`src/hw/rtl/dcb_pkg.sv`:
```
// ----------------------------------------------------------------------------
// dcb_pkg
// Shared types and constants of the DMA descriptor chain builder.
// ----------------------------------------------------------------------------
`timescale 1ns / 1ps
`default_nettype none

package dcb_pkg;

  localparam int ADDR_W        = 32;
  localparam int COUNT_W       = 18;
  localparam int CHUNK_W       = 12;
  localparam int STEP_W        = 14;
  localparam int QUEUE_DEPTH   = 2;

  localparam int DEF_CHUNK_ELEMENTS = 4092;
  localparam int DEF_MAX_LIST_ITEMS = 63;

  localparam logic [ADDR_W-1:0] ITEM_BYTES   = 32'd16;
  localparam logic [ADDR_W-1:0] ALIGN_MASK   = 32'hFFFF_FFFC;
  localparam logic [31:0]       CFG_FIXED    = 32'h0000_C001;

  localparam logic [1:0] WIDTH_HALF = 2'd1;
  localparam logic [1:0] WIDTH_WORD = 2'd2;

  localparam logic [1:0] CMD_SINGLE = 2'd0;
  localparam logic [1:0] CMD_CHAIN  = 2'd1;
  localparam logic [1:0] CMD_REJECT = 2'd2;

  localparam logic RECORD_CHANNEL = 1'b0;
  localparam logic RECORD_ITEM    = 1'b1;

  typedef struct packed {
    logic [1:0]         kind;
    logic [ADDR_W-1:0]  src;
    logic [ADDR_W-1:0]  dst;
    logic [COUNT_W-1:0] count;
    logic [31:0]        ctrl_bits;
    logic [31:0]        cfg;
    logic [STEP_W-1:0]  sstep;
    logic [STEP_W-1:0]  dstep;
    logic [ADDR_W-1:0]  base;
  } cmd_t;

  typedef struct packed {
    logic               kind;
    logic [ADDR_W-1:0]  src;
    logic [ADDR_W-1:0]  dst;
    logic [ADDR_W-1:0]  link;
    logic [31:0]        ctrl;
    logic [31:0]        cfg;
    logic               rejected;
    logic               last;
  } record_t;

endpackage

`default_nettype wire

```
`src/hw/rtl/dcb_front.sv`:
```
// ----------------------------------------------------------------------------
// dcb_front
// Accepts requests, holds the list base register and classifies each request
// into a single record, a chained list or a rejection.
// ----------------------------------------------------------------------------
`timescale 1ns / 1ps
`default_nettype none

module dcb_front #(
  parameter int CHUNK_ELEMENTS = dcb_pkg::DEF_CHUNK_ELEMENTS,
  parameter int MAX_LIST_ITEMS = dcb_pkg::DEF_MAX_LIST_ITEMS
) (
  input  wire logic                         clk,
  input  wire logic                         rst,
  input  wire logic                         cfg_write,
  input  wire logic [31:0]                  cfg_data,
  input  wire logic                         accept,
  input  wire logic [dcb_pkg::ADDR_W-1:0]   source_address,
  input  wire logic [dcb_pkg::ADDR_W-1:0]   dest_address,
  input  wire logic [dcb_pkg::COUNT_W-1:0]  transfer_count,
  input  wire logic [2:0]                   source_burst,
  input  wire logic [2:0]                   dest_burst,
  input  wire logic [1:0]                   source_width,
  input  wire logic [1:0]                   dest_width,
  input  wire logic                         source_increment,
  input  wire logic                         dest_increment,
  input  wire logic [3:0]                   source_peripheral,
  input  wire logic [3:0]                   dest_peripheral,
  input  wire logic [2:0]                   flow_type,
  output dcb_pkg::cmd_t                     cmd,
  output logic                              cmd_push
);
  import dcb_pkg::*;

  localparam int REJECT_LIMIT = (MAX_LIST_ITEMS + 1) * CHUNK_ELEMENTS;
  localparam logic [STEP_W-1:0] CHUNK_STEP = STEP_W'(CHUNK_ELEMENTS);

  logic [ADDR_W-1:0] list_base;

  always_ff @(posedge clk) begin
    if (rst) begin
      list_base <= '0;
    end else if (cfg_write) begin
      list_base <= cfg_data;
    end
  end

  function automatic logic [STEP_W-1:0] step_of(input logic inc, input logic [1:0] width);
    logic [STEP_W-1:0] s;
    if (width == WIDTH_WORD) begin
      s = CHUNK_STEP << 2;
    end else if (width == WIDTH_HALF) begin
      s = CHUNK_STEP << 1;
    end else begin
      s = CHUNK_STEP;
    end
    return inc ? s : '0;
  endfunction

  always_comb begin
    cmd.src       = source_address;
    cmd.dst       = dest_address;
    cmd.count     = transfer_count;
    cmd.ctrl_bits = (32'(source_burst) << 12) | (32'(dest_burst) << 15)
                  | (32'(source_width) << 18) | (32'(dest_width) << 21)
                  | (32'(source_increment) << 26) | (32'(dest_increment) << 27);
    cmd.cfg       = CFG_FIXED | (32'(source_peripheral) << 1)
                  | (32'(dest_peripheral) << 6) | (32'(flow_type) << 11);
    cmd.sstep     = step_of(source_increment, source_width);
    cmd.dstep     = step_of(dest_increment, dest_width);
    cmd.base      = list_base & ALIGN_MASK;
    if (transfer_count <= COUNT_W'(CHUNK_ELEMENTS)) begin
      cmd.kind = CMD_SINGLE;
    end else if ({1'b0, transfer_count} > (COUNT_W+1)'(REJECT_LIMIT)) begin
      cmd.kind = CMD_REJECT;
    end else begin
      cmd.kind = CMD_CHAIN;
    end
    cmd_push = accept;
  end

endmodule

`default_nettype wire

```
`src/hw/rtl/dcb_cmd_queue.sv`:
```
// ----------------------------------------------------------------------------
// dcb_cmd_queue
// Short command queue between the classifier and the record sequencer.
// ----------------------------------------------------------------------------
`timescale 1ns / 1ps
`default_nettype none

module dcb_cmd_queue #(
  parameter int DEPTH = dcb_pkg::QUEUE_DEPTH
) (
  input  wire logic          clk,
  input  wire logic          rst,
  input  wire logic          wr_en,
  input  dcb_pkg::cmd_t      wr_data,
  input  wire logic          rd_en,
  output dcb_pkg::cmd_t      rd_data,
  output logic               full,
  output logic               empty
);
  import dcb_pkg::*;

  localparam int PTR_W = (DEPTH > 1) ? $clog2(DEPTH) : 1;
  localparam int CNT_W = $clog2(DEPTH + 1);

  cmd_t             entries [DEPTH];
  logic [PTR_W-1:0] wr_ptr;
  logic [PTR_W-1:0] rd_ptr;
  logic [CNT_W-1:0] fill;

  function automatic logic [PTR_W-1:0] advance(input logic [PTR_W-1:0] p);
    return (p == PTR_W'(DEPTH - 1)) ? '0 : p + PTR_W'(1);
  endfunction

  assign full    = (fill == CNT_W'(DEPTH));
  assign empty   = (fill == '0);
  assign rd_data = entries[rd_ptr];

  always_ff @(posedge clk) begin
    if (wr_en) begin
      entries[wr_ptr] <= wr_data;
    end
  end

  always_ff @(posedge clk) begin
    if (rst) begin
      wr_ptr <= '0;
      rd_ptr <= '0;
      fill   <= '0;
    end else begin
      if (wr_en) begin
        wr_ptr <= advance(wr_ptr);
      end
      if (rd_en) begin
        rd_ptr <= advance(rd_ptr);
      end
      if (wr_en && !rd_en) begin
        fill <= fill + CNT_W'(1);
      end else if (rd_en && !wr_en) begin
        fill <= fill - CNT_W'(1);
      end
    end
  end

endmodule

`default_nettype wire

```
`src/hw/rtl/dcb_back.sv`:
```
// ----------------------------------------------------------------------------
// dcb_back
// Record sequencer: emits the channel record and then one list item per
// cycle into the output register while the output record is not held.
// ----------------------------------------------------------------------------
`timescale 1ns / 1ps
`default_nettype none

module dcb_back #(
  parameter int CHUNK_ELEMENTS = dcb_pkg::DEF_CHUNK_ELEMENTS
) (
  input  wire logic          clk,
  input  wire logic          rst,
  input  dcb_pkg::cmd_t      cmd,
  input  wire logic          cmd_empty,
  output logic               cmd_pop,
  input  wire logic          pop,
  output logic               empty,
  output dcb_pkg::record_t   rec
);
  import dcb_pkg::*;

  localparam logic [COUNT_W-1:0] CHUNK_COUNT = COUNT_W'(CHUNK_ELEMENTS);
  localparam logic [CHUNK_W-1:0] CHUNK_FIELD = CHUNK_W'(CHUNK_ELEMENTS);

  logic               out_valid;
  logic               busy;
  logic [ADDR_W-1:0]  run_src;
  logic [ADDR_W-1:0]  run_dst;
  logic [ADDR_W-1:0]  run_link;
  logic [COUNT_W-1:0] left;
  logic [31:0]        ctrl_bits;
  logic [STEP_W-1:0]  sstep;
  logic [STEP_W-1:0]  dstep;
  logic               load;
  logic               item_final;
  logic [CHUNK_W-1:0] item_n;

  assign load       = !out_valid || pop;
  assign cmd_pop    = load && !busy && !cmd_empty;
  assign empty      = !out_valid;
  assign item_final = (left <= CHUNK_COUNT);
  assign item_n     = item_final ? left[CHUNK_W-1:0] : CHUNK_FIELD;

  always_ff @(posedge clk) begin
    if (rst) begin
      out_valid <= 1'b0;
      busy      <= 1'b0;
    end else if (load) begin
      if (busy) begin
        out_valid <= 1'b1;
        busy      <= !item_final;
      end else if (!cmd_empty) begin
        out_valid <= 1'b1;
        busy      <= (cmd.kind == CMD_CHAIN);
      end else begin
        out_valid <= 1'b0;
      end
    end
  end

  always_ff @(posedge clk) begin
    if (load && busy) begin
      rec.kind     <= RECORD_ITEM;
      rec.src      <= run_src;
      rec.dst      <= run_dst;
      rec.link     <= item_final ? '0 : run_link;
      rec.ctrl     <= 32'(item_n) | ctrl_bits;
      rec.cfg      <= '0;
      rec.rejected <= 1'b0;
      rec.last     <= item_final;
      left         <= left - COUNT_W'(item_n);
      run_src      <= run_src + ADDR_W'(sstep);
      run_dst      <= run_dst + ADDR_W'(dstep);
      run_link     <= run_link + ITEM_BYTES;
    end else if (cmd_pop) begin
      case (cmd.kind)
        CMD_SINGLE: begin
          rec.kind     <= RECORD_CHANNEL;
          rec.src      <= cmd.src;
          rec.dst      <= cmd.dst;
          rec.link     <= '0;
          rec.ctrl     <= 32'(cmd.count[CHUNK_W-1:0]) | cmd.ctrl_bits;
          rec.cfg      <= cmd.cfg;
          rec.rejected <= 1'b0;
          rec.last     <= 1'b1;
        end
        CMD_CHAIN: begin
          rec.kind     <= RECORD_CHANNEL;
          rec.src      <= cmd.src;
          rec.dst      <= cmd.dst;
          rec.link     <= cmd.base;
          rec.ctrl     <= 32'(CHUNK_FIELD) | cmd.ctrl_bits;
          rec.cfg      <= cmd.cfg;
          rec.rejected <= 1'b0;
          rec.last     <= 1'b0;
        end
        default: begin
          rec.kind     <= RECORD_CHANNEL;
          rec.src      <= '0;
          rec.dst      <= '0;
          rec.link     <= '0;
          rec.ctrl     <= '0;
          rec.cfg      <= '0;
          rec.rejected <= 1'b1;
          rec.last     <= 1'b1;
        end
      endcase
      run_src   <= cmd.src + ADDR_W'(cmd.sstep);
      run_dst   <= cmd.dst + ADDR_W'(cmd.dstep);
      run_link  <= cmd.base + ITEM_BYTES;
      left      <= cmd.count - CHUNK_COUNT;
      ctrl_bits <= cmd.ctrl_bits;
      sstep     <= cmd.sstep;
      dstep     <= cmd.dstep;
    end
  end

endmodule

`default_nettype wire

```
`src/hw/rtl/dma_descriptor_chain_builder.sv`:
```
// ----------------------------------------------------------------------------
// dma_descriptor_chain_builder
// Turns one transfer request into a channel setup record and a chain of
// linked-list item records.
// ----------------------------------------------------------------------------
//  channel   direction  handshake        payload
//  request   in         push / full      addresses, count, bursts, widths, ...
//  record    out        empty / pop      record_kind ... last
//  config    in         cfg_write        cfg_data (list base address)
//
//  The sequencer emits a request's channel record and N list items (0 to
//  MAX_LIST_ITEMS), one record per cycle from a single adder set unless held.
//  The classifier takes a request per cycle while the command queue has room.
//  A held output record stalls the sequencer; the queue lets requests still
//  enter. Synchronous reset empties the queue and the output register.
// ----------------------------------------------------------------------------
`timescale 1ns / 1ps
`default_nettype none

module dma_descriptor_chain_builder #(
  parameter int CHUNK_ELEMENTS = dcb_pkg::DEF_CHUNK_ELEMENTS,
  parameter int MAX_LIST_ITEMS = dcb_pkg::DEF_MAX_LIST_ITEMS
) (
  input  wire logic                         clk,
  input  wire logic                         rst,
  input  wire logic                         cfg_write,
  input  wire logic [31:0]                  cfg_data,
  input  wire logic                         push,
  output logic                              full,
  input  wire logic [dcb_pkg::ADDR_W-1:0]   source_address,
  input  wire logic [dcb_pkg::ADDR_W-1:0]   dest_address,
  input  wire logic [dcb_pkg::COUNT_W-1:0]  transfer_count,
  input  wire logic [2:0]                   source_burst,
  input  wire logic [2:0]                   dest_burst,
  input  wire logic [1:0]                   source_width,
  input  wire logic [1:0]                   dest_width,
  input  wire logic                         source_increment,
  input  wire logic                         dest_increment,
  input  wire logic [3:0]                   source_peripheral,
  input  wire logic [3:0]                   dest_peripheral,
  input  wire logic [2:0]                   flow_type,
  output logic                              empty,
  input  wire logic                         pop,
  output logic                              record_kind,
  output logic [dcb_pkg::ADDR_W-1:0]        out_source,
  output logic [dcb_pkg::ADDR_W-1:0]        out_dest,
  output logic [dcb_pkg::ADDR_W-1:0]        next_link,
  output logic [31:0]                       control_word,
  output logic [31:0]                       channel_config,
  output logic                              rejected,
  output logic                              last
);
  import dcb_pkg::*;

  cmd_t    front_cmd;
  cmd_t    queue_cmd;
  logic    front_push;
  logic    queue_empty;
  logic    queue_pop;
  record_t rec;

  dcb_front #(
    .CHUNK_ELEMENTS (CHUNK_ELEMENTS),
    .MAX_LIST_ITEMS (MAX_LIST_ITEMS)
  ) u_front (
    .clk               (clk),
    .rst               (rst),
    .cfg_write         (cfg_write),
    .cfg_data          (cfg_data),
    .accept            (push && !full),
    .source_address    (source_address),
    .dest_address      (dest_address),
    .transfer_count    (transfer_count),
    .source_burst      (source_burst),
    .dest_burst        (dest_burst),
    .source_width      (source_width),
    .dest_width        (dest_width),
    .source_increment  (source_increment),
    .dest_increment    (dest_increment),
    .source_peripheral (source_peripheral),
    .dest_peripheral   (dest_peripheral),
    .flow_type         (flow_type),
    .cmd               (front_cmd),
    .cmd_push          (front_push)
  );

  dcb_cmd_queue #(
    .DEPTH (QUEUE_DEPTH)
  ) u_queue (
    .clk     (clk),
    .rst     (rst),
    .wr_en   (front_push),
    .wr_data (front_cmd),
    .rd_en   (queue_pop),
    .rd_data (queue_cmd),
    .full    (full),
    .empty   (queue_empty)
  );

  dcb_back #(
    .CHUNK_ELEMENTS (CHUNK_ELEMENTS)
  ) u_back (
    .clk       (clk),
    .rst       (rst),
    .cmd       (queue_cmd),
    .cmd_empty (queue_empty),
    .cmd_pop   (queue_pop),
    .pop       (pop),
    .empty     (empty),
    .rec       (rec)
  );

  assign record_kind    = rec.kind;
  assign out_source     = rec.src;
  assign out_dest       = rec.dst;
  assign next_link      = rec.link;
  assign control_word   = rec.ctrl;
  assign channel_config = rec.cfg;
  assign rejected       = rec.rejected;
  assign last           = rec.last;

endmodule

`default_nettype wire

```
`config.mk`:
```
export PLATFORM = sky130hd
export DESIGN_NAME = dma_descriptor_chain_builder
export DESIGN_NICKNAME = d
export VERILOG_FILES = /design/src/hw/rtl/dcb_pkg.sv /design/src/hw/rtl/dcb_front.sv /design/src/hw/rtl/dcb_cmd_queue.sv /design/src/hw/rtl/dcb_back.sv /design/src/hw/rtl/dma_descriptor_chain_builder.sv
export SDC_FILE = /design/constraint.sdc
export NUM_CORES = 1
export LEC_CHECK = 0
export ABC_AREA = 1
export BUFFER_PORTS_ARGS = -buffer_cell sky130_fd_sc_hd__buf_2
export CAP_MARGIN = 20
export CELL_PAD_IN_SITES_DETAIL_PLACEMENT = 2
export CELL_PAD_IN_SITES_GLOBAL_PLACEMENT = 2
export CORE_ASPECT_RATIO = 1.5
export CORE_MARGIN = 2
export CORE_UTILIZATION = 38
export CTS_CLUSTER_DIAMETER = 50
export CTS_CLUSTER_SIZE = 24
export DETAILED_ROUTE_END_ITERATION = 10
export PLACE_DENSITY_LB_ADDON = 0.1
export SYNTH_ARGS = -nofsm -noshare
export SYNTH_HDL_FRONTEND = slang
export SYNTH_SLANG_ARGS = --single-unit
export TNS_END_PERCENT = 20
```
`constraint.sdc`:
```
create_clock -name clk -period 11.35 [get_ports clk]
set_input_delay 2.27 -clock clk [delete_from_list [all_inputs] [get_ports clk]]
set_output_delay 2.27 -clock clk [all_outputs]
set_load 0.03 [all_outputs]
```
[After elaboration in Yosys (flattened, before gate mapping)]
Memories as Yosys holds them, arrays and structs flattened. A register that Yosys moved wholly into a read port is not among the register bits.
Cells that the tools add are included.
Word-level totals
  register bits: 375
  RAM bits: 412
  output and inout port bits: 165
  word-level logic and storage cells: 105
  memories: 1
Memories
  u_queue.entries: words 2, bits a word 206, read ports 1, clocked after Yosys merged registers in 1, wr ports 1, line dcb_cmd_queue.sv:25  | cmd_t entries [DEPTH];
Operators by class
  add/subtract/negate cells: 12
  magnitude comparators: 3
  equal/unequal tests: 6
  mux-type cells: 33
  bitwise operators: 10
  reductions and logical operators: 19
Operator list (count)
  two-way mux 162 bit: 2
  one-hot mux 162 bit (2 select lines): 1
  two-way mux 32 bit: 7
  adder 32 x 14 -> 32 bit: 4
  adder 32 x 5 -> 32 bit, second input constant: 2
  OR 12 x 32 -> 32 bit: 2
  two-way mux 14 bit: 4
  less-or-equal comparator 18 x 12 -> 1 bit, second input constant: 2
  two-way mux 18 bit: 2
  OR 32 x 14 -> 32 bit: 1
  OR 32 x 20 -> 32 bit: 1
  OR 32 x 23 -> 32 bit: 1
  OR 32 x 27 -> 32 bit: 1
  OR 32 x 28 -> 32 bit: 1
  two-way mux 13 bit: 2
  greater-than comparator 18 bit, second input constant: 1
  OR 15 x 18 -> 18 bit: 1
  subtractor 18 x 12 -> 18 bit: 1
  subtractor 18 x 12 -> 18 bit, second input constant: 1
  OR 16 x 10 -> 16 bit: 1
  two-way mux 12 bit: 1
  two-way mux 1 bit: 10
  two-way mux 2 bit: 4
  logical NOT 1 bit: 7
  other kinds (11): 23

[Longest topological paths before layout]
  depth in word-level cells: 7
  depth in mapped cells: 22

[Modules after synthesis]
Synthesis repeated with hierarchy kept, for this count alone.
Second synthesis, totals
  cell total of the unflattened synthesis: 3283
  area, all modules: 37558.5 um^2
Modules (own cells, without submodules)
  dcb_back: instances 1, cells an instance 2250, area an instance 19346.1 um^2, sequential area each 9819.4 um^2
  dcb_cmd_queue: instances 1, cells an instance 680, area an instance 15648.8 um^2, sequential area each 12592.1 um^2
  dcb_front: instances 1, cells an instance 351, area an instance 2553.7 um^2, sequential area each 600.6 um^2
  dma_descriptor_chain_builder: instances 1, cells an instance 2, area an instance 10.0 um^2, sequential area each 0.0 um^2

[Worst setup path after synthesis]
OpenSTA, ideal clock, no wires.
  kind: input to register
  start: input push
  end: memory u_queue.entries[1][0] (netlist name) (enable)
  setup time: 0.653 ns
  data arrival time: 8.453 ns
  required time: 10.697 ns
  path slack: 2.244 ns
  stages: 2
  cells stage by stage: o21ai_0 nor2_1
Between the ends
  word-level cells in the longest chain between the ends: 3
Ends and longest elaborated chain
  start: declaration: line dma_descriptor_chain_builder.sv:28  | input wire logic push,
  logical AND 1 bit: line dma_descriptor_chain_builder.sv:70  | .accept (push && !full),
  two-way mux 1 bit: line dcb_cmd_queue.sv:39  | if (wr_en) begin
  two-way mux 1 bit (implied by the code): line dcb_cmd_queue.sv:40  | entries[wr_ptr] <= wr_data;
  end: declaration: line dcb_cmd_queue.sv:25
Every way passes these cells.

[Worst setup path after layout]
  start: input pop
  end: register u_back.run_src[14] (data pin)
Between the ends
  word-level cells in the longest chain between the ends: 3
Ends and longest elaborated chain
  start: declaration: line dma_descriptor_chain_builder.sv:43  | input wire logic pop,
  logical OR 1 bit: line dcb_back.sv:39  | assign load = !out_valid || pop;
  logical AND 1 bit: line dcb_back.sv:63  | if (load && busy) begin
  two-way mux 32 bit: line dcb_back.sv:63
  end signal: assignment: line dcb_back.sv:73  | run_src <= run_src + ADDR_W'(sstep);
  end signal: assignment: line dcb_back.sv:109  | run_src <= cmd.src + ADDR_W'(cmd.sstep);
  end: declaration: line dcb_back.sv:28  | logic [ADDR_W-1:0] run_src;
Every way passes these cells.
A chain may end at the register's enable or synchronous reset.

==> results.json <==
{
  "outcome": "completed",
  "power.leakage_uw": 0.0137,
  "cp.arrival_ns": 5.26,
  "max-cap-violations": 0,
  "yosysSeqAreaShare_pct": 60.0,
  "min_period_over_period_pct": 43.2,
  "overflow": 0,
  "ys.flop_type": "edfxtp_1",
  "clock_sinks": 592,
  "path_class": "in2reg",
  "netlist_top_cells_count": "nand2_1 (928), edfxtp_1 (541), nor2_1 (259)",
  "start_util_pct": 38.4,
  "grt_start_max_net_pins": 116,
  "multi_input_area_um2": 10000,
  "syn-cell-area_um2": 28800,
  "final_area_um2": 32900,
  "ant_nets": 0,
  "place_area_um2": 30900,
  "vias": 22400,
  "power.density_nw_per_um2": 330,
  "grt_pass1_vias": 25400,
  "post-route-util_pct": 43.8,
  "dieHeight_um": 341,
  "hold_viol": 0,
  "cp.required_ns": 11.71,
  "met1Wirelength_um": 36200,
  "die_w_um": 229,
  "rr_worst_depth": 15,
  "tightest_slew_ns": 1.09,
  "setup_viol": 0,
  "async_flop_share_pct": 0,
  "cp-start-kind": "input pin",
  "routed_wl_um": 96100,
  "cts_tree": "yes",
  "clk_latency_ns": 0.65,
  "endpoint_kind": "flip-flop",
  "synth_seq_cells": 592,
  "grt_pass1_wl_um": 149000,
  "cts_made_buffers": 52,
  "final-seq-area_um2": 17300,
  "area_growth_pct": 14.1,
  "synth_most_common_cell": "nand2_1",
  "design.core.area_um2": 74900,
  "ys_types": 55,
  "irDropWorstVdd_mv": 0.179,
  "place_congestion": 0.870,
  "port_buffers": 276,
  "wl_met3_um": 3680,
  "total_power_uw": 10800,
  "antenna_found_initial": 21,
  "fin_tns_setup_ns": 0,
  "relSlewSlack_pct": 26.4,
  "dp_hpwl_um": 70800,
  "max_freq_mhz": 204,
  "syn_inst": 2982,
  "hold_buffers": 0,
  "synth.avg_cell_area_um2": 9.65,
  "die_area_um2": 78000,
  "netlist.area_leader.share_pct": 56.4,
  "viasPerCell": 5.23,
  "crit_fanout": 115,
  "boundaryPins": 307,
  "worstHoldPathCells": 0,
  "wl_met2_um": 52800,
  "whs_ns": 0.455,
  "fillers": 8121,
  "cts-root-buf": "clkbuf_16",
  "final_nets": 3427,
  "clock_path_buffers": 3,
  "clk_pin_slew_ns": 0.09,
  "cts_resized": 0,
  "rsz0062_at_grt": "no",
  "synth_warnings": 0,
  "hp-class": "reg2reg",
  "drc_errors": 0,
  "min_period_ns": 4.90,
  "rows": 123,
  "cts_htree_levels": 2,
  "post-cts-setup-buffer-count": 0,
  "synth_edf_count": 541,
  "drtPass1Iterations": 5,
  "track_usage_pct": 24.7,
  "final_max_slew_viol_count": 0,
  "drtIter0Drc": 1001,
  "top_layer": "met5",
  "synth_top_area_cell": "edfxtp_1",
  "skew_ns": 0.0345,
  "drive_gt1_share_pct": 14.8,
  "synth_area_leaders": "edfxtp_1 (56%), nand2_1 (12%), dfxtp_1 (3.5%)",
  "wl_per_cell_um": 22.5
}
routing by layer:
metal  global-route usage (%)  vias to the layer above
li1                         -                    10600
met1                     26.7                    11200
met2                     48.2                      405
met3                     3.98                      161
met4                     8.51                       18
met5                        0                        -
final cells by class:
class / count / area share, %
well taps: 1000 / 3.81
repair buffers: 298 / 4.81
multi-input cells: 2066 / 30.6
flip-flops and latches: 592 / 52.6
inverters: 217 / 2.51
diodes: 6 / 0.0457
clock inverters: 41 / 1.54
clock buffers: 57 / 4.15
critical path: stages:
cell	delay, ns
buf_2	0.08
inv_1	0.04
nand2_2	0.11
nand2_4	0.29
inv_6	0.75
buf_4	0.91
nor2_1	0.14
o21ai_0	0.26
o211ai_1	0.14
stage by stage:
step,cells,setup WS (ns)
2_1_floorplan,3009,2.24
3_3_place_gp,4171,5.81
3_5_place_dp,4171,5.74
4_1_cts,4269,6.44
5_1_grt,4276,6.19
6_report,4277,6.45
cells in the final DEF (no fill, tap or decap), drive strengths merged, types with 5 or more instances in the layout:
cell and count:
nand2 947, xor2 42, nand3 164, buf 298, o21bai 5, nand4 27, o21ai 215, a22o 8
nor3 42, a22oi 10, o21a 5, a21oi 106, a21o 5, o22ai 44, clkbuf 57, edfxtp 541
nor2 274, clkinv 18, inv 237, nand3b 7, or2 24, dfxtp 51, diode 6, o211ai 5
mux2i 6, xnor2 16, o31ai 8, conb 29, ha 54, nor4 7
logic make-up after synthesis:
kind of cell / share of synthesized area (%)
simple gates: 21.6
flops: 60.0
compound gates: 8.13
buf+inv: 5.63
fa+ha+maj: 2.63
xor+xnor: 1.76
mux: 0.209
other cells: 0.0261
path summary, 6_finish.rpt:
check,from,end,slack (ns)
max,pop,u_back.run_src[14]$_DFFE_PP_,6.45
min,u_front.list_base[5]$_SDFFE_PP0P_,u_queue.entries[1][3]$_DFFE_PP_,0.46
max reg2reg,flip-flop,u_back.run_src[20]$_DFFE_PP_,6.70
min reg2reg,u_front.list_base[5]$_SDFFE_PP0P_,u_queue.entries[1][3]$_DFFE_PP_,0.46
report_power, final:
part / internal [µW] / total [µW] / switching [µW] / leakage [µW]
Sequential: 3460 / 3830 / 372 / 0.00563
Clock: 963 / 1950 / 983 / 0.000900
Combinational: 1300 / 5050 / 3760 / 0.00715
sequential cells by signal (all words and copies together) (netlist names), 5 cells and up, named ones only:
name,cells
u_front.list_base,30
u_back.left,18
u_back.run_src,32
u_back.run_link,30
u_queue.entries,290
u_back.sstep,5
u_back.dstep,5
u_back.ctrl_bits,10
u_back.rec,133
u_back.run_dst,32
Note: power is estimated with default switching activity, not from simulation.
